### config.mk
export PLATFORM = sky130hd
export DESIGN_NAME = ms_tick_scheduler_with_watchdogs
export DESIGN_NICKNAME = d
export VERILOG_FILES = /design/src/hw/rtl/mts_pkg.sv /design/src/hw/rtl/mts_timebase.sv /design/src/hw/rtl/mts_rx_timeout.sv /design/src/hw/rtl/mts_cap_watch.sv /design/src/hw/rtl/ms_tick_scheduler_with_watchdogs.sv
export SDC_FILE = /design/constraint.sdc
export NUM_CORES = 1
export LEC_CHECK = 0
export ABC_CLOCK_PERIOD_IN_PS = 4900
export BUFFER_PORTS_ARGS = -buffer_cell sky130_fd_sc_hd__buf_2
export CAP_MARGIN = 10
export CORE_MARGIN = 2
export CORE_UTILIZATION = 55
export DETAILED_ROUTE_END_ITERATION = 10
export GPL_ROUTABILITY_DRIVEN = 0
export PLACE_DENSITY = 0.7
export SYNTH_ARGS = -nofsm -noshare
export SYNTH_HDL_FRONTEND = slang
export SYNTH_HIERARCHICAL = 1
export SYNTH_SLANG_ARGS = --single-unit
### constraint.sdc
create_clock -name clk -period 4.9 [get_ports clk]
set_input_delay 0.49 -clock clk [delete_from_list [all_inputs] [get_ports clk]]
set_output_delay 0.49 -clock clk [all_outputs]
set_load 0.05 [all_outputs]
### src/hw/rtl/mts_pkg.sv
package mts_pkg;

  // fixed field widths
  localparam int unsigned MS_W          = 10;
  localparam int unsigned SEC_W         = 6;
  localparam int unsigned WIN_W         = 11;
  localparam int unsigned STARTUP_W     = 16;
  localparam int unsigned CAP_IN_W      = 8;
  localparam int unsigned CAP_LIMIT_W   = 8;
  localparam int unsigned TIMEOUT_REG_W = 16;
  localparam int unsigned CFG_INDEX_W   = 2;
  localparam int unsigned CFG_DATA_W    = 16;

  // timebase constants
  localparam int unsigned MS_PER_SEC   = 1000;
  localparam int unsigned SEC_PER_MIN  = 60;
  localparam int unsigned MIN_PER_HOUR = 60;
  localparam int unsigned WINDOW_TICKS = 1500;
  localparam int unsigned MS_DIV_10    = 10;
  localparam int unsigned MS_DIV_100   = 100;

  // parameter defaults
  localparam int unsigned CAPTURE_CHANNELS_DEF = 8;
  localparam int unsigned TIMEOUT_WIDTH_DEF    = 16;

  // register reset values
  localparam logic [TIMEOUT_REG_W-1:0] COM_TIMEOUT_RST = TIMEOUT_REG_W'(100);
  localparam logic [CAP_LIMIT_W-1:0]   CAP_TIMEOUT_RST = CAP_LIMIT_W'(3);
  localparam logic                     SCAN_MODE_RST   = 1'b1;
  localparam logic [STARTUP_W-1:0]     STARTUP_RST     = '0;

  typedef enum logic [CFG_INDEX_W-1:0] {
    REG_COM_TIMEOUT = 2'd0,
    REG_CAP_TIMEOUT = 2'd1,
    REG_SCAN_MODE   = 2'd2,
    REG_STARTUP     = 2'd3
  } reg_index_t;

  typedef struct packed {
    logic                window_start;
    logic                com1_rx;
    logic                com2_rx;
    logic [CAP_IN_W-1:0] cap_used;
    logic [CAP_IN_W-1:0] cap_edge;
  } item_t;

  typedef struct packed {
    logic                 pulse_10ms;
    logic                 pulse_100ms;
    logic                 scan_pulse;
    logic                 pulse_1s;
    logic                 pulse_1min;
    logic                 window_done;
    logic                 com1_flush;
    logic                 com2_flush;
    logic [CAP_IN_W-1:0]  freq_zero;
    logic [STARTUP_W-1:0] startup_left;
    logic [SEC_W-1:0]     seconds_now;
    logic [SEC_W-1:0]     minutes_now;
  } result_t;

  // timebase status handed to the top level
  typedef struct packed {
    logic                 pulse_10ms;
    logic                 pulse_100ms;
    logic                 scan_pulse;
    logic                 pulse_1s;
    logic                 pulse_1min;
    logic                 window_done;
    logic [STARTUP_W-1:0] startup_left;
    logic [SEC_W-1:0]     seconds_now;
    logic [SEC_W-1:0]     minutes_now;
  } tb_status_t;

endpackage

### src/hw/rtl/mts_timebase.sv
module mts_timebase (
  input  logic                             clk,
  input  logic                             rst,
  input  logic                             step,
  input  logic                             window_start,
  input  logic                             scan_mode,
  input  logic                             load_startup,
  input  logic [mts_pkg::STARTUP_W-1:0]    startup_value,
  output mts_pkg::tb_status_t              status
);

  localparam logic [mts_pkg::MS_W-1:0]  MS_LAST   = mts_pkg::MS_W'(mts_pkg::MS_PER_SEC - 1);
  localparam logic [3:0]                ONES_LAST = 4'(mts_pkg::MS_DIV_10 - 1);
  localparam logic [6:0]                HUND_LAST = 7'(mts_pkg::MS_DIV_100 - 1);
  localparam logic [mts_pkg::SEC_W-1:0] SEC_LAST  = mts_pkg::SEC_W'(mts_pkg::SEC_PER_MIN - 1);
  localparam logic [mts_pkg::SEC_W-1:0] MIN_LAST  = mts_pkg::SEC_W'(mts_pkg::MIN_PER_HOUR - 1);
  localparam logic [mts_pkg::WIN_W-1:0] WIN_LAST  = mts_pkg::WIN_W'(mts_pkg::WINDOW_TICKS - 1);

  logic [mts_pkg::MS_W-1:0]      ms_count, ms_count_next;
  logic [3:0]                    ms_ones, ms_ones_next;
  logic [6:0]                    ms_hund, ms_hund_next;
  logic [mts_pkg::SEC_W-1:0]     sec_count, sec_count_next;
  logic [mts_pkg::SEC_W-1:0]     min_count, min_count_next;
  logic                          window_active, window_active_next;
  logic [mts_pkg::WIN_W-1:0]     window_count, window_count_next;
  logic [mts_pkg::STARTUP_W-1:0] startup_count, startup_count_next;
  logic                          sec_tick, min_tick, win_on, win_close;

  always_comb begin
    sec_tick  = (ms_count == MS_LAST);
    min_tick  = sec_tick && (sec_count == SEC_LAST);
    win_on    = window_active || window_start;
    win_close = win_on && (window_count == WIN_LAST);

    ms_count_next = sec_tick ? '0 : ms_count + 1'b1;
    ms_ones_next  = (ms_ones == ONES_LAST) ? '0 : ms_ones + 1'b1;
    ms_hund_next  = (ms_hund == HUND_LAST) ? '0 : ms_hund + 1'b1;

    sec_count_next = sec_count;
    if (sec_tick) begin
      sec_count_next = (sec_count == SEC_LAST) ? '0 : sec_count + 1'b1;
    end
    min_count_next = min_count;
    if (min_tick) begin
      min_count_next = (min_count == MIN_LAST) ? '0 : min_count + 1'b1;
    end

    startup_count_next = startup_count;
    if (sec_tick && (startup_count != '0)) begin
      startup_count_next = startup_count - 1'b1;
    end

    // rearm while open keeps the running count
    window_active_next = win_on && !win_close;
    window_count_next  = window_count;
    if (win_close) begin
      window_count_next = '0;
    end else if (win_on) begin
      window_count_next = window_count + 1'b1;
    end

    status.pulse_10ms   = (ms_ones == ONES_LAST);
    status.pulse_100ms  = (ms_hund == HUND_LAST);
    status.scan_pulse   = scan_mode ? status.pulse_10ms : status.pulse_100ms;
    status.pulse_1s     = sec_tick;
    status.pulse_1min   = min_tick;
    status.window_done  = win_close;
    status.startup_left = startup_count_next;
    status.seconds_now  = sec_count_next;
    status.minutes_now  = min_count_next;
  end

  always_ff @(posedge clk) begin
    if (rst) begin
      ms_count      <= '0;
      ms_ones       <= '0;
      ms_hund       <= '0;
      sec_count     <= '0;
      min_count     <= '0;
      window_active <= 1'b0;
      window_count  <= '0;
      startup_count <= mts_pkg::STARTUP_RST;
    end else begin
      if (step) begin
        ms_count      <= ms_count_next;
        ms_ones       <= ms_ones_next;
        ms_hund       <= ms_hund_next;
        sec_count     <= sec_count_next;
        min_count     <= min_count_next;
        window_active <= window_active_next;
        window_count  <= window_count_next;
        startup_count <= startup_count_next;
      end
      if (load_startup) begin
        startup_count <= startup_value;
      end
    end
  end

endmodule

### src/hw/rtl/mts_rx_timeout.sv
module mts_rx_timeout #(
  parameter int unsigned TIMEOUT_WIDTH = mts_pkg::TIMEOUT_WIDTH_DEF
) (
  input  logic                              clk,
  input  logic                              rst,
  input  logic                              step,
  input  logic                              rx,
  input  logic [mts_pkg::TIMEOUT_REG_W-1:0] timeout,
  output logic                              flush
);

  logic [TIMEOUT_WIDTH-1:0] limit;
  logic [TIMEOUT_WIDTH-1:0] wait_cnt, wait_cnt_next, wait_eff;
  logic                     armed, armed_next, armed_eff, below;

  // timeout taken modulo the counter width
  generate
    if (TIMEOUT_WIDTH > mts_pkg::TIMEOUT_REG_W) begin : g_ext
      assign limit = {{(TIMEOUT_WIDTH - mts_pkg::TIMEOUT_REG_W){1'b0}}, timeout};
    end else begin : g_trunc
      assign limit = timeout[TIMEOUT_WIDTH-1:0];
    end
  endgenerate

  always_comb begin
    armed_eff = rx || armed;
    wait_eff  = rx ? '0 : wait_cnt;
    below     = (wait_eff < limit);
    flush     = armed_eff && !below;
    if (armed_eff && below) begin
      armed_next    = 1'b1;
      wait_cnt_next = wait_eff + 1'b1;
    end else begin
      armed_next    = 1'b0;
      wait_cnt_next = '0;
    end
  end

  always_ff @(posedge clk) begin
    if (rst) begin
      armed    <= 1'b0;
      wait_cnt <= '0;
    end else if (step) begin
      armed    <= armed_next;
      wait_cnt <= wait_cnt_next;
    end
  end

endmodule

### src/hw/rtl/mts_cap_watch.sv
module mts_cap_watch #(
  parameter int unsigned CAPTURE_CHANNELS = mts_pkg::CAPTURE_CHANNELS_DEF
) (
  input  logic                            clk,
  input  logic                            rst,
  input  logic                            step,
  input  logic                            sec_tick,
  input  logic [mts_pkg::CAP_IN_W-1:0]    used,
  input  logic [mts_pkg::CAP_IN_W-1:0]    edges,
  input  logic [mts_pkg::CAP_LIMIT_W-1:0] limit,
  output logic [mts_pkg::CAP_IN_W-1:0]    freq_zero
);

  // channels past the mask width can never be used and keep no counter
  localparam int unsigned ACTIVE =
    (CAPTURE_CHANNELS < mts_pkg::CAP_IN_W) ? CAPTURE_CHANNELS : mts_pkg::CAP_IN_W;

  logic [mts_pkg::CAP_LIMIT_W-1:0] silence      [ACTIVE];
  logic [mts_pkg::CAP_LIMIT_W-1:0] silence_next [ACTIVE];
  logic [mts_pkg::CAP_LIMIT_W-1:0] held         [ACTIVE];

  always_comb begin
    freq_zero = '0;
    for (int i = 0; i < ACTIVE; i++) begin
      held[i]         = edges[i] ? '0 : silence[i];
      silence_next[i] = held[i];
      if (sec_tick && used[i]) begin
        if (held[i] < limit) begin
          silence_next[i] = held[i] + 1'b1;
        end else begin
          freq_zero[i] = 1'b1;
        end
      end
    end
  end

  always_ff @(posedge clk) begin
    if (rst) begin
      for (int i = 0; i < ACTIVE; i++) begin
        silence[i] <= '0;
      end
    end else if (step) begin
      for (int i = 0; i < ACTIVE; i++) begin
        silence[i] <= silence_next[i];
      end
    end
  end

endmodule

### src/hw/rtl/ms_tick_scheduler_with_watchdogs.sv
// a transferred tick is loaded into the input register, then advances into the result register;
//   one tick per cycle sustained while the result side is ready, set by the state update
// throughput is 1 tick per clock while results are taken; a stalled result holds while one more
//   tick waits in the input register, after which the input side stalls too
// reset (rst, synchronous, active high) clears all counters and watchdogs, empties both
//   pipeline registers and restores the configuration registers to their reset values
module ms_tick_scheduler_with_watchdogs #(
  parameter int unsigned CAPTURE_CHANNELS = mts_pkg::CAPTURE_CHANNELS_DEF,
  parameter int unsigned TIMEOUT_WIDTH    = mts_pkg::TIMEOUT_WIDTH_DEF
) (
  input  logic                            clk,
  input  logic                            rst,
  // tick channel
  input  logic                            item_valid,
  output logic                            item_ready,
  input  mts_pkg::item_t                  item,
  // result channel
  output logic                            result_valid,
  input  logic                            result_ready,
  output mts_pkg::result_t                result,
  // configuration write port
  input  logic                            cfg_we,
  input  logic [mts_pkg::CFG_INDEX_W-1:0] cfg_index,
  input  logic [mts_pkg::CFG_DATA_W-1:0]  cfg_data
);

  // configuration registers
  logic [mts_pkg::TIMEOUT_REG_W-1:0] com_timeout_ms;
  logic [mts_pkg::CAP_LIMIT_W-1:0]   capture_timeout_s;
  logic                              scan_mode;
  logic                              load_startup;

  // input register
  logic                              s1_valid;
  mts_pkg::item_t                    s1_item;
  logic                              advance;

  // per-tick results from the units
  mts_pkg::tb_status_t               tb_status;
  logic                              com1_flush, com2_flush;
  logic [mts_pkg::CAP_IN_W-1:0]      freq_zero;
  mts_pkg::result_t                  result_next;

  // ---------------------------------------------------------------------------
  // configuration writes; writing the startup delay reloads the countdown
  // ---------------------------------------------------------------------------
  always_comb begin
    load_startup = cfg_we && (mts_pkg::reg_index_t'(cfg_index) == mts_pkg::REG_STARTUP);
  end

  always_ff @(posedge clk) begin
    if (rst) begin
      com_timeout_ms    <= mts_pkg::COM_TIMEOUT_RST;
      capture_timeout_s <= mts_pkg::CAP_TIMEOUT_RST;
      scan_mode         <= mts_pkg::SCAN_MODE_RST;
    end else if (cfg_we) begin
      case (mts_pkg::reg_index_t'(cfg_index))
        mts_pkg::REG_COM_TIMEOUT: begin
          com_timeout_ms <= cfg_data[mts_pkg::TIMEOUT_REG_W-1:0];
        end
        mts_pkg::REG_CAP_TIMEOUT: begin
          capture_timeout_s <= cfg_data[mts_pkg::CAP_LIMIT_W-1:0];
        end
        mts_pkg::REG_SCAN_MODE: begin
          scan_mode <= cfg_data[0];
        end
        mts_pkg::REG_STARTUP: begin
          // countdown lives in the timebase
        end
        default: begin
        end
      endcase
    end
  end

  // ---------------------------------------------------------------------------
  // handshake: the input register moves into the result register whenever that
  // one is empty or being drained, so a new tick transfers every cycle as long
  // as the result side keeps draining
  always_comb begin
    advance    = s1_valid && (!result_valid || result_ready);
    item_ready = !s1_valid || advance;
  end

  always_ff @(posedge clk) begin
    if (rst) begin
      s1_valid <= 1'b0;
    end else if (item_ready) begin
      s1_valid <= item_valid;
    end
  end

  always_ff @(posedge clk) begin
    if (item_ready && item_valid) begin
      s1_item <= item;
    end
  end

  // ---------------------------------------------------------------------------
  // units; their state steps only when the tick in the input register advances
  // ---------------------------------------------------------------------------
  mts_timebase u_timebase (
    .clk           (clk),
    .rst           (rst),
    .step          (advance),
    .window_start  (s1_item.window_start),
    .scan_mode     (scan_mode),
    .load_startup  (load_startup),
    .startup_value (cfg_data[mts_pkg::STARTUP_W-1:0]),
    .status        (tb_status)
  );

  mts_rx_timeout #(
    .TIMEOUT_WIDTH (TIMEOUT_WIDTH)
  ) u_com1 (
    .clk     (clk),
    .rst     (rst),
    .step    (advance),
    .rx      (s1_item.com1_rx),
    .timeout (com_timeout_ms),
    .flush   (com1_flush)
  );

  mts_rx_timeout #(
    .TIMEOUT_WIDTH (TIMEOUT_WIDTH)
  ) u_com2 (
    .clk     (clk),
    .rst     (rst),
    .step    (advance),
    .rx      (s1_item.com2_rx),
    .timeout (com_timeout_ms),
    .flush   (com2_flush)
  );

  // silence counters are checked only on the tick that completes a second
  mts_cap_watch #(
    .CAPTURE_CHANNELS (CAPTURE_CHANNELS)
  ) u_cap_watch (
    .clk       (clk),
    .rst       (rst),
    .step      (advance),
    .sec_tick  (tb_status.pulse_1s),
    .used      (s1_item.cap_used),
    .edges     (s1_item.cap_edge),
    .limit     (capture_timeout_s),
    .freq_zero (freq_zero)
  );

  // ---------------------------------------------------------------------------
  // result register
  // ---------------------------------------------------------------------------
  always_comb begin
    result_next.pulse_10ms   = tb_status.pulse_10ms;
    result_next.pulse_100ms  = tb_status.pulse_100ms;
    result_next.scan_pulse   = tb_status.scan_pulse;
    result_next.pulse_1s     = tb_status.pulse_1s;
    result_next.pulse_1min   = tb_status.pulse_1min;
    result_next.window_done  = tb_status.window_done;
    result_next.com1_flush   = com1_flush;
    result_next.com2_flush   = com2_flush;
    result_next.freq_zero    = freq_zero;
    result_next.startup_left = tb_status.startup_left;
    result_next.seconds_now  = tb_status.seconds_now;
    result_next.minutes_now  = tb_status.minutes_now;
  end

  always_ff @(posedge clk) begin
    if (rst) begin
      result_valid <= 1'b0;
    end else if (advance) begin
      result_valid <= 1'b1;
    end else if (result_ready) begin
      result_valid <= 1'b0;
    end
  end

  always_ff @(posedge clk) begin
    if (advance) begin
      result <= result_next;
    end
  end

  // ---------------------------------------------------------------------------
  // checks
  // ---------------------------------------------------------------------------
  // a minute only completes together with a second
  a_min_with_sec: assert property (@(posedge clk) disable iff (rst)
    result_valid && result.pulse_1min |-> result.pulse_1s)
    else $error("minute pulse without second pulse");

  // the second tick is also a 10 ms and 100 ms tick
  a_sec_aligned: assert property (@(posedge clk) disable iff (rst)
    result_valid && result.pulse_1s |-> result.pulse_10ms && result.pulse_100ms)
    else $error("second pulse not aligned with 10 ms and 100 ms pulses");

  // frequency zeroing is only reported on second ticks
  a_fz_on_sec: assert property (@(posedge clk) disable iff (rst)
    result_valid && (result.freq_zero != '0) |-> result.pulse_1s)
    else $error("freq_zero set outside a second tick");

  // time of day stays in range
  a_time_range: assert property (@(posedge clk) disable iff (rst)
    result_valid |-> (result.seconds_now < mts_pkg::SEC_W'(mts_pkg::SEC_PER_MIN)) &&
                     (result.minutes_now < mts_pkg::SEC_W'(mts_pkg::MIN_PER_HOUR)))
    else $error("seconds or minutes out of range");

  // the input stage never advances into a stalled result
  a_no_overwrite: assert property (@(posedge clk) disable iff (rst)
    advance |-> !result_valid || result_ready)
    else $error("result overwritten while stalled");

endmodule

==> results of run 1 <==
[worst paths after layout]
check                           from                  end  slack (ns)  depth (start not counted)
hold / removal              item[16]          s1_item[16]        0.09                          1
setup reg to reg         s1_item[17]  u_com1/wait_cnt[10]        1.76                          8
hold reg to reg   u_com1/wait_cnt[8]   u_com1/wait_cnt[8]        0.47                          2
setup / recovery         s1_item[17]  u_com1/wait_cnt[10]        1.76                          8
[metrics by stage]
step                cell area (sq um)  cells  utilization (%)  worst slack (ns)
floorplan                       15090   1627                -             1.316
global placement                15660   1991            58.09             1.831
detailed placement              15660   1991            58.09             1.788
CTS                             16690   2044            61.94             1.759
global route                    16690   2044            61.94             1.423
finish                          16690   2044            61.94             1.760
[area by class of cell]
class | count | share of cell area [%]
multi-input combinational | 1224 | 48.92
sequential | 249 | 37.48
clock buffer | 37 | 4.962
timing repair buffer | 94 | 2.938
tap | 341 | 2.556
inverter | 83 | 1.896
clock inverter | 16 | 1.244
[state kept, by name, summed over array words and instances, names as in the netlist]
name,flops
u_com2/wait_cnt,16
u_timebase/ms_count,10
result,44
u_timebase/min_count,6
result_valid,1
capture_timeout_s,8
u_com1/wait_cnt,16
u_timebase/window_active,1
s1_item,19
u_com1/armed,1
u_timebase/startup_count,16
scan_mode,1
s1_valid,1
u_timebase/ms_ones,4
u_timebase/sec_count,6
u_timebase/window_count,11
u_timebase/ms_hund,7
u_com2/armed,1
com_timeout_ms,16
u_cap_watch/silence,64
[logic make-up (layout without fill, tap and decap cells)]
kind of cell	after synthesis	count (layout)	share of synthesized area (%)
buffers and inverters	154	230	4.420
xor gates and xnor gates	100	100	5.855
AOI/OAI and AO/OA	274	274	11.98
and+or+nand+nor	724	724	26.42
adders and majority gates	87	87	7.215
muxes	39	39	2.646
DFF	249	249	41.47
[report_power, final]
| part | total, mW | internal [mW] | switching, mW |
|---|---|---|---|
| clock | 2.30 | 1.41 | 0.890 |
| sequential | 2.36 | 2.28 | 0.0779 |
| combinational | 0.547 | 0.185 | 0.362 |
[placed cells by master, fill, tap and decap left out, types with 19 or more instances in the layout]
cell type  count
mux2i_1       32
and3_1        25
nand2b_1      59
nor2b_1      102
or3_1         20
nand4_1       47
dfxtp_1      122
nand2_1      128
nand3_1       62
xnor2_1       49
ha_1          87
xor2_1        50
buf_2         86
clkbuf_16     31
o21ai_0       54
nor3_1        29
nor2_1       141
a21oi_1       79
inv_1         79
edfxtp_1     127
o21a_1        19
[layer usage]
| metal | up-vias | routed length [um] | part of all wire (%) | global-route usage (%) |
|---|---|---|---|---|
| met5 | - | 0 | 0 | 0 |
| met4 | 0 | 1071 | 3.0 | 8.138 |
| met3 | 64 | 1744 | 5.0 | 3.591 |
| met2 | 303 | 16810 | 48 | 41.69 |
| met1 | 5709 | 15500 | 44 | 31.38 |
| li1 | 5923 | - | - | - |
==> flow_summary.toml, run 1 <==
[cells_and_area]
n_fill_cell = 2314
nets = 1810
regArea_sq_um = 6256
multiInputGateArea_sq_um = 8167
areaGrowthSynthToFinish_pct = 10.64
layout-drive-gt1-share_pct = 11.86
antenna_cells = 0

[setup_path]
path_cells = "nor2b_1, ha_1, a21oi_2, o21ai_1, or4_1, or3_1, or3_1, o211ai_2"
arrival_ns = 3.64
crit_fanout = 21
crit_type = "flop to flop"
cp_slowest_cell = "edfxtp_1"
critical_path_buf_inv_count = 0
start_kind = "flop"
cp.required_ns = 5.40
end_kind = "flop"
cpPeakStageDelay_ns = 0.79
critPathTopFamily = "simple AND/OR/NAND/NOR gates"
crit_top_cell = "or3_1"

[synth]
yosysWarnings = 6
yosys.area.top_type = "edfxtp_1"
yosys-top-cells-count = "141 x nor2_1, 128 x nand2_1, 127 x edfxtp_1"
async_flop_share_pct = 0
synth-edff-count = 127
synth.area.top_cells = "edfxtp_1 25%, dfxtp_1 16%, ha_1 7.2%"
synth_cell_types = 98
yosysMostFrequentCell = "nor2_1"
syn_area_sq_um = 15090
ys.flop_type = "edfxtp_1"
synth_top_area_share_pct = 25.28
syn-num-nets = 1756
avgSynthCellArea_sq_um = 9.273
synth_cells = 1627
synth-seq-cells = 249
synth_seq_area_share_pct = 41.47

[grt]
antenna_found_initial = 1
grt_pass1_vias = 11490
grt_pass1_wl_um = 57080
grt_max_degree = 66
grt-ovfl-total = 0
grt_usage_pct = 24.26

[timing]
rsz0062_at_grt = "no"
setup_viol = 0
hold_viol_final = 0
clock_skew_ns = 0.01870
fin_crit_ns = 3.140
finalCritPeriodShare_pct = 64.09
max_freq_ghz = 0.3184
maxSlewHeadroom_pct = 39.02
whs_ns = 0.09015
tightest_slew_ns = 0.9137
tns_ns = 0
drv_slew = 0

[clock_network]
cts_buffers = 29
clk_latency_ns = 0.57
cts.clk_slew.worst_paths_ns = 0.06
ctsHoldBuffers = 0
cts.sinks = 249
cts_tree = "yes"
clockRootBuffer = "clkbuf_16"
postCtsSetupBuffers = 0
ctsResizeCount = 0
cts_buffer_depth = 3
htreeDepth = 1

[detailed_routing]
drc = 0
drt_wl_total_um = 35130
wl_per_cell_um = 17.18
avgViaCountPerCell = 5.870
drtAntennaViolNets = 0
first_iter_violations = 960
dr.pass1.iters = 8
vias = 12000

[hold_path]
hold_path_class = "primary input to flop"

[outcome]
status = "finished clean"

[die]
fp.dieArea_sq_um = 28770
top_level_ports = 88
core_area_sq_um = 26950
row_count = 60
die_w_um = 169.6
die_h_um = 169.6
start_util_pct = 55.98

[power]
peakVddDrop_mv = 0.2827
cellLeakagePower_nw = 6.456
power_density_nw_per_um2 = 311.7
power_mw = 5.203

[place]
post-dp-hpwl_um = 24220
io_buffers = 87

[flow_run]
drv_cap = 0
Power figures use the tool's default switching activity.
==> inputs of run 2 (changes only) <==
--- a/config.mk
+++ b/config.mk
@@ -5,7 +5,7 @@
 export SDC_FILE = /design/constraint.sdc
 export NUM_CORES = 1
 export LEC_CHECK = 0
-export ABC_CLOCK_PERIOD_IN_PS = 4900
+export ABC_CLOCK_PERIOD_IN_PS = 3300
 export BUFFER_PORTS_ARGS = -buffer_cell sky130_fd_sc_hd__buf_2
 export CAP_MARGIN = 10
 export CORE_MARGIN = 2
==> constraint.sdc (replaced) <==
create_clock -name clk -period 3.3 [get_ports clk]
set_input_delay 0.33 -clock clk [delete_from_list [all_inputs] [get_ports clk]]
set_output_delay 0.33 -clock clk [all_outputs]
set_load 0.05 [all_outputs]
==> flow_summary.toml, run 2 (synthesis gave the netlist of run 1 again) <==
[cells_and_area]
layout-drive-gt1-share_pct = 11.84
final_common_cell = "nor2_1"
largest_reg_flops = 64
layout_common_cells = "141 x nor2_1, 128 x nand2_1, 127 x edfxtp_1, 122 x dfxtp_1, 102 x nor2b_1"
final_area_sq_um = 16840
regMostFlops = "u_cap_watch/silence"
largestRegisters = "u_cap_watch/silence (64), result (44), s1_item (19)"
antenna_cells = 0
post-route-util_pct = 62.47
areaGrowthSynthToFinish_pct = 11.59
nets = 1839

[grt]
grt_pass1_wl_um = 56440
grt_usage_pct = 24.02
grt_max_degree = 57
grt-ovfl-total = 0
antenna_found_initial = 0
grt_pass1_vias = 11300

[clock_network]
htreeDepth = 1
clockRootBuffer = "clkbuf_16"
clk_latency_ns = 0.55
cts_buffer_depth = 3
cts.clk_slew.worst_paths_ns = 0.06
cts_tree = "yes"
cts.sinks = 249
postCtsSetupBuffers = 0
ctsResizeCount = 0
cts_buffers = 28
ctsHoldBuffers = 19

[die]
fp.dieArea_sq_um = 28770
row_count = 60
start_util_pct = 55.98
core_area_sq_um = 26950
die_h_um = 169.6
top_level_ports = 88
die_w_um = 169.6

[timing]
setup_viol = 0
max_freq_ghz = 0.3340
drv_slew = 0
rsz0062_at_grt = "no"
clock_skew_ns = 0.01458
finalCritPeriodShare_pct = 90.72
tightest_slew_ns = 0.9091
maxSlewHeadroom_pct = 39.33
tns_ns = 0
fin_crit_ns = 2.994
hold_viol_final = 0

[power]
peakVddDrop_mv = 0.3791
power_density_nw_per_um2 = 437.2
power_mw = 7.362
cellLeakagePower_nw = 6.523

[hold_path]
hold_path_class = "primary input to flop"
min_delay_worst_endpoint = "s1_valid"
holdCritStartpoint = "item_valid"
hold_depth = 3

[detailed_routing]
avgViaCountPerCell = 5.837
drt_wl_total_um = 35310
vias = 12100
first_iter_violations = 749
dr.pass1.iters = 7
wl_per_cell_um = 17.03
drc = 0
drtAntennaViolNets = 0

[setup_path]
cp.required_ns = 3.78
r2r_slack_ns = 0.31
worst_r2r_startpoint = "s1_item[16]"
crit_type = "flop to flop"
start_kind = "flop"
end_kind = "flop"
r2r_cells = 9
arrival_ns = 3.47
r2r-end = "u_com2/wait_cnt[10]"
crit_fanout = 16

[place]
post-dp-hpwl_um = 24520
place_area_sq_um = 15750
io_buffers = 87

[flow_run]
drv_cap = 0

[outcome]
status = "finished clean"
[run 2: cell types whose count changed in the layout (fill, tap and decap cells not counted), moves of 2 or more]
cell           before  now
clkinv_1            2    5
dlygate4sd3_1       0   19
bufinv_16           4    1
clkbuf_1            3    7
clkbuf_16          31   29
buf_4               8   18
[run 2: final cells by class]
| type | instances | area [sq um] |
|---|---|---|
| tap | 341 | 426.7 |
| inverter | 83 | 316.6 |
| multi-input combinational | 1224 | 8167 |
| fill | 2266 | 10110 |
| clock inverter | 13 | 101.3 |
| sequential | 249 | 6256 |
| clock buffer | 39 | 793.3 |
| timing repair buffer | 124 | 775.7 |
[run 2: through the flow]
| stage | std cells | setup slack (ns) | hold WS [ns] |
|---|---|---|---|
| after CTS | 2073 | 0.3281 | 0.01279 |
| after global placement | 2002 | 0.4699 | 0.4480 |
| after global routing | 2073 | 0.09977 | 0.02332 |
| after detailed placement | 2002 | 0.3297 | 0.4553 |
| after floorplan | 1627 | 0.3554 | 0.4024 |
| final | 2073 | 0.3062 | 0.02964 |
[run 2: per-layer routing]
layer | track usage [%] | part of all wire (%) | vias to the layer above
met5 | 0 | 0 | -
met2 | 40.51 | 47 | 292
met3 | 3.102 | 4.5 | 69
li1 | - | - | 5981
met1 | 32.01 | 45 | 5759
met4 | 8.027 | 3.0 | 0
[run 2: where the power goes]
group / switching (mW) / total [mW] / internal [mW]
clock: 1.27 / 3.02 / 1.75
sequential: 0.103 / 3.49 / 3.38
combinational: 0.556 / 0.854 / 0.298
total: 1.93 / 7.36 / 5.43
[run 2: worst max-delay path by stage]
stage,cells past startpoint,slack (ns),startpoint,end
6_report,9,0.31,s1_item[16],u_com2/wait_cnt[10]
5_1_grt,9,0.1,s1_item[16],u_com2/wait_cnt[9]
4_1_cts,9,0.33,s1_item[16],u_com2/wait_cnt[10]
3_5_place_dp,9,0.33,s1_item[16],u_com2/wait_cnt[10]
3_3_place_gp,9,0.47,s1_item[16],u_com2/wait_cnt[10]
2_1_floorplan,8,0.36,result_valid,u_com1/wait_cnt[10]
[run 2: critical path, cell delays in order, from the launching register on]
cell      delay, ns
edfxtp_1       0.55
buf_4          0.25
nor2b_1        0.31
ha_1           0.32
nand4_1        0.09
a31o_2         0.15
a21oi_1        0.08
or3_1          0.61
or3_1          0.45
o211ai_2       0.09
==> inputs of run 3 (changes only) <==
--- a/config.mk
+++ b/config.mk
@@ -13,6 +13,7 @@
 export DETAILED_ROUTE_END_ITERATION = 10
 export GPL_ROUTABILITY_DRIVEN = 0
 export PLACE_DENSITY = 0.7
+export SETUP_SLACK_MARGIN = 0.4
 export SYNTH_ARGS = -nofsm -noshare
 export SYNTH_HDL_FRONTEND = slang
 export SYNTH_HIERARCHICAL = 1
==> flow_summary.toml, run 3 (synthesis gave the netlist of run 1 again) <==
[cells_and_area]
final_cells = 2082
multiInputGateArea_sq_um = 8233
regArea_sq_um = 6256
regMostFlops = "u_cap_watch/silence"
largestRegisters = "u_cap_watch/silence (64), result (44), s1_item (19)"
nets = 1848
layout-drive-gt1-share_pct = 13.16
n_fill_cell = 2289
post-route-util_pct = 62.88
largest_reg_flops = 64
layout_common_cells = "141 x nor2_1, 128 x nand2_1, 127 x edfxtp_1, 122 x dfxtp_1, 96 x nor2b_1"
areaGrowthSynthToFinish_pct = 12.33
final_common_cell = "nor2_1"

[timing]
maxSlewHeadroom_pct = 38.00
fin_crit_ns = 2.823
drv_slew = 0
max_freq_ghz = 0.3542
tightest_slew_ns = 0.9300
finalCritPeriodShare_pct = 85.56
setup_ws_ns = 0.4766
tns_ns = 0
hold_viol_final = 0
clock_skew_ns = 0.006741
setup_viol = 0
rsz0062_at_grt = "yes"

[setup_path]
cp_slowest_cell = "edfxtp_1"
crit_type = "flop to flop"
crit_fanout = 8
critical_path_buf_inv_count = 0
start_kind = "flop"
path_cells = "nor2b_1, ha_1, a21o_1, a21o_1, a221o_1, nor4_1, xnor2_1, nor2_1"
end_kind = "flop"
crit_top_cell = "a21o_1"
cpPeakStageDelay_ns = 0.52
arrival_ns = 3.13
critPathTopFamily = "compound AO/OA/AOI/OAI gates"
r2r_cells = 8
r2r_slack_ns = 0.48
worst_r2r_startpoint = "s1_item[2]"
cp.required_ns = 3.60
r2r-end = "u_cap_watch/silence[0][22]"

[grt]
grt_util_met2_pct = 42.84
grt_usage_pct = 24.51
grt_pass1_vias = 11600
grt_pass1_wl_um = 57290
grtUsageMet3_pct = 3.195
grt_busiest_layer = "met2"
met1_usage_pct = 31.27
grt-ovfl-total = 0
antenna_found_initial = 1
grt_max_degree = 69

[die]
top_level_ports = 88
row_count = 60
core_area_sq_um = 26950
die_w_um = 169.6
die_h_um = 169.6
start_util_pct = 55.98
fp.dieArea_sq_um = 28770

[clock_network]
cts.sinks = 249
cts_buffers = 28
clk_latency_ns = 0.55
cts_buffer_depth = 3
cts.clk_slew.worst_paths_ns = 0.06
htreeDepth = 1
clockRootBuffer = "clkbuf_16"
cts_tree = "yes"

[power]
cellLeakagePower_nw = 6.571
power_density_nw_per_um2 = 431.8
power_mw = 7.318
peakVddDrop_mv = 0.5985

[hold_path]
holdCritStartpoint = "item_valid"
min_delay_worst_endpoint = "s1_valid"
hold_depth = 3
hold_path_class = "primary input to flop"

[detailed_routing]
first_iter_violations = 730
drc = 0
wl_per_cell_um = 17.12
avgViaCountPerCell = 5.834
drtAntennaViolNets = 0
drt_wl_total_um = 35650
vias = 12150
dr.pass1.iters = 6

[outcome]
status = "finished clean"

[place]
io_buffers = 87
post-dp-hpwl_um = 24440
pre_cts_ws_ns = 0.3214
place_inst = 2000

[flow_run]
drv_cap = 0
## run 3: routing by layer
| layer | routed length [um] | vias up | part of all wire (%) |
|---|---|---|---|
| met5 | 0 | - | 0 |
| met4 | 1120 | 0 | 3.1 |
| met3 | 1888 | 82 | 5.3 |
| met2 | 17210 | 338 | 48 |
| met1 | 15440 | 5741 | 43 |
| li1 | - | 5986 | - |
## run 3: timing repair
action | in CTS | in global routing
buffers inserted | 1 | 10
gates resized for setup | 1 | 15
endpoints found under the hold margin | 19 | 0
setup endpoints to repair | 6 | 44
hold buffers | 19 | 0
## run 3: cell type report
cell class | count | area share, %
Antenna cell | 1 | 0.01477
Clock buffer | 36 | 4.489
Clock inverter | 15 | 0.6423
Inverter | 83 | 1.868
Multi-Input combinational cell | 1224 | 48.58
Sequential cell | 249 | 36.91
Tap cell | 341 | 2.518
Timing Repair Buffer | 133 | 4.976
## run 3: worst max-delay path by stage
stage                start                         end  slack (ns)  cells past startpoint
6_report        s1_item[2]  u_cap_watch/silence[0][22]        0.48                      8
4_1_cts        s1_item[17]         u_com1/wait_cnt[10]        0.40                      9
3_5_place_dp   s1_item[17]         u_com1/wait_cnt[10]        0.32                      8
5_1_grt         s1_item[1]  u_cap_watch/silence[0][11]        0.36                      8
3_3_place_gp   s1_item[17]         u_com1/wait_cnt[10]        0.37                      8
2_1_floorplan  s1_item[17]         u_com1/wait_cnt[10]        0.50                     11
## run 3: metrics by stage
stage,area (sq um),hold slack [ns]
CTS,16810,0.007669
global placement,15740,0.4487
global route,16950,0.03287
detailed placement,15740,0.4516
floorplan,15090,0.4024
finish,16950,0.02277
## run 3: worst min-delay path: cells and delay by family
kind / cells / cell delay (ns)
compound gates: 1 / 0.05
buf+inv: 2 / 0.14
## run 3: power breakdown
part           switching, mW  total (mW)  internal [mW]
logic                  0.563       0.873          0.310
registers              0.101        3.48           3.38
clock network           1.26        2.96           1.70
total                   1.93        7.32           5.39
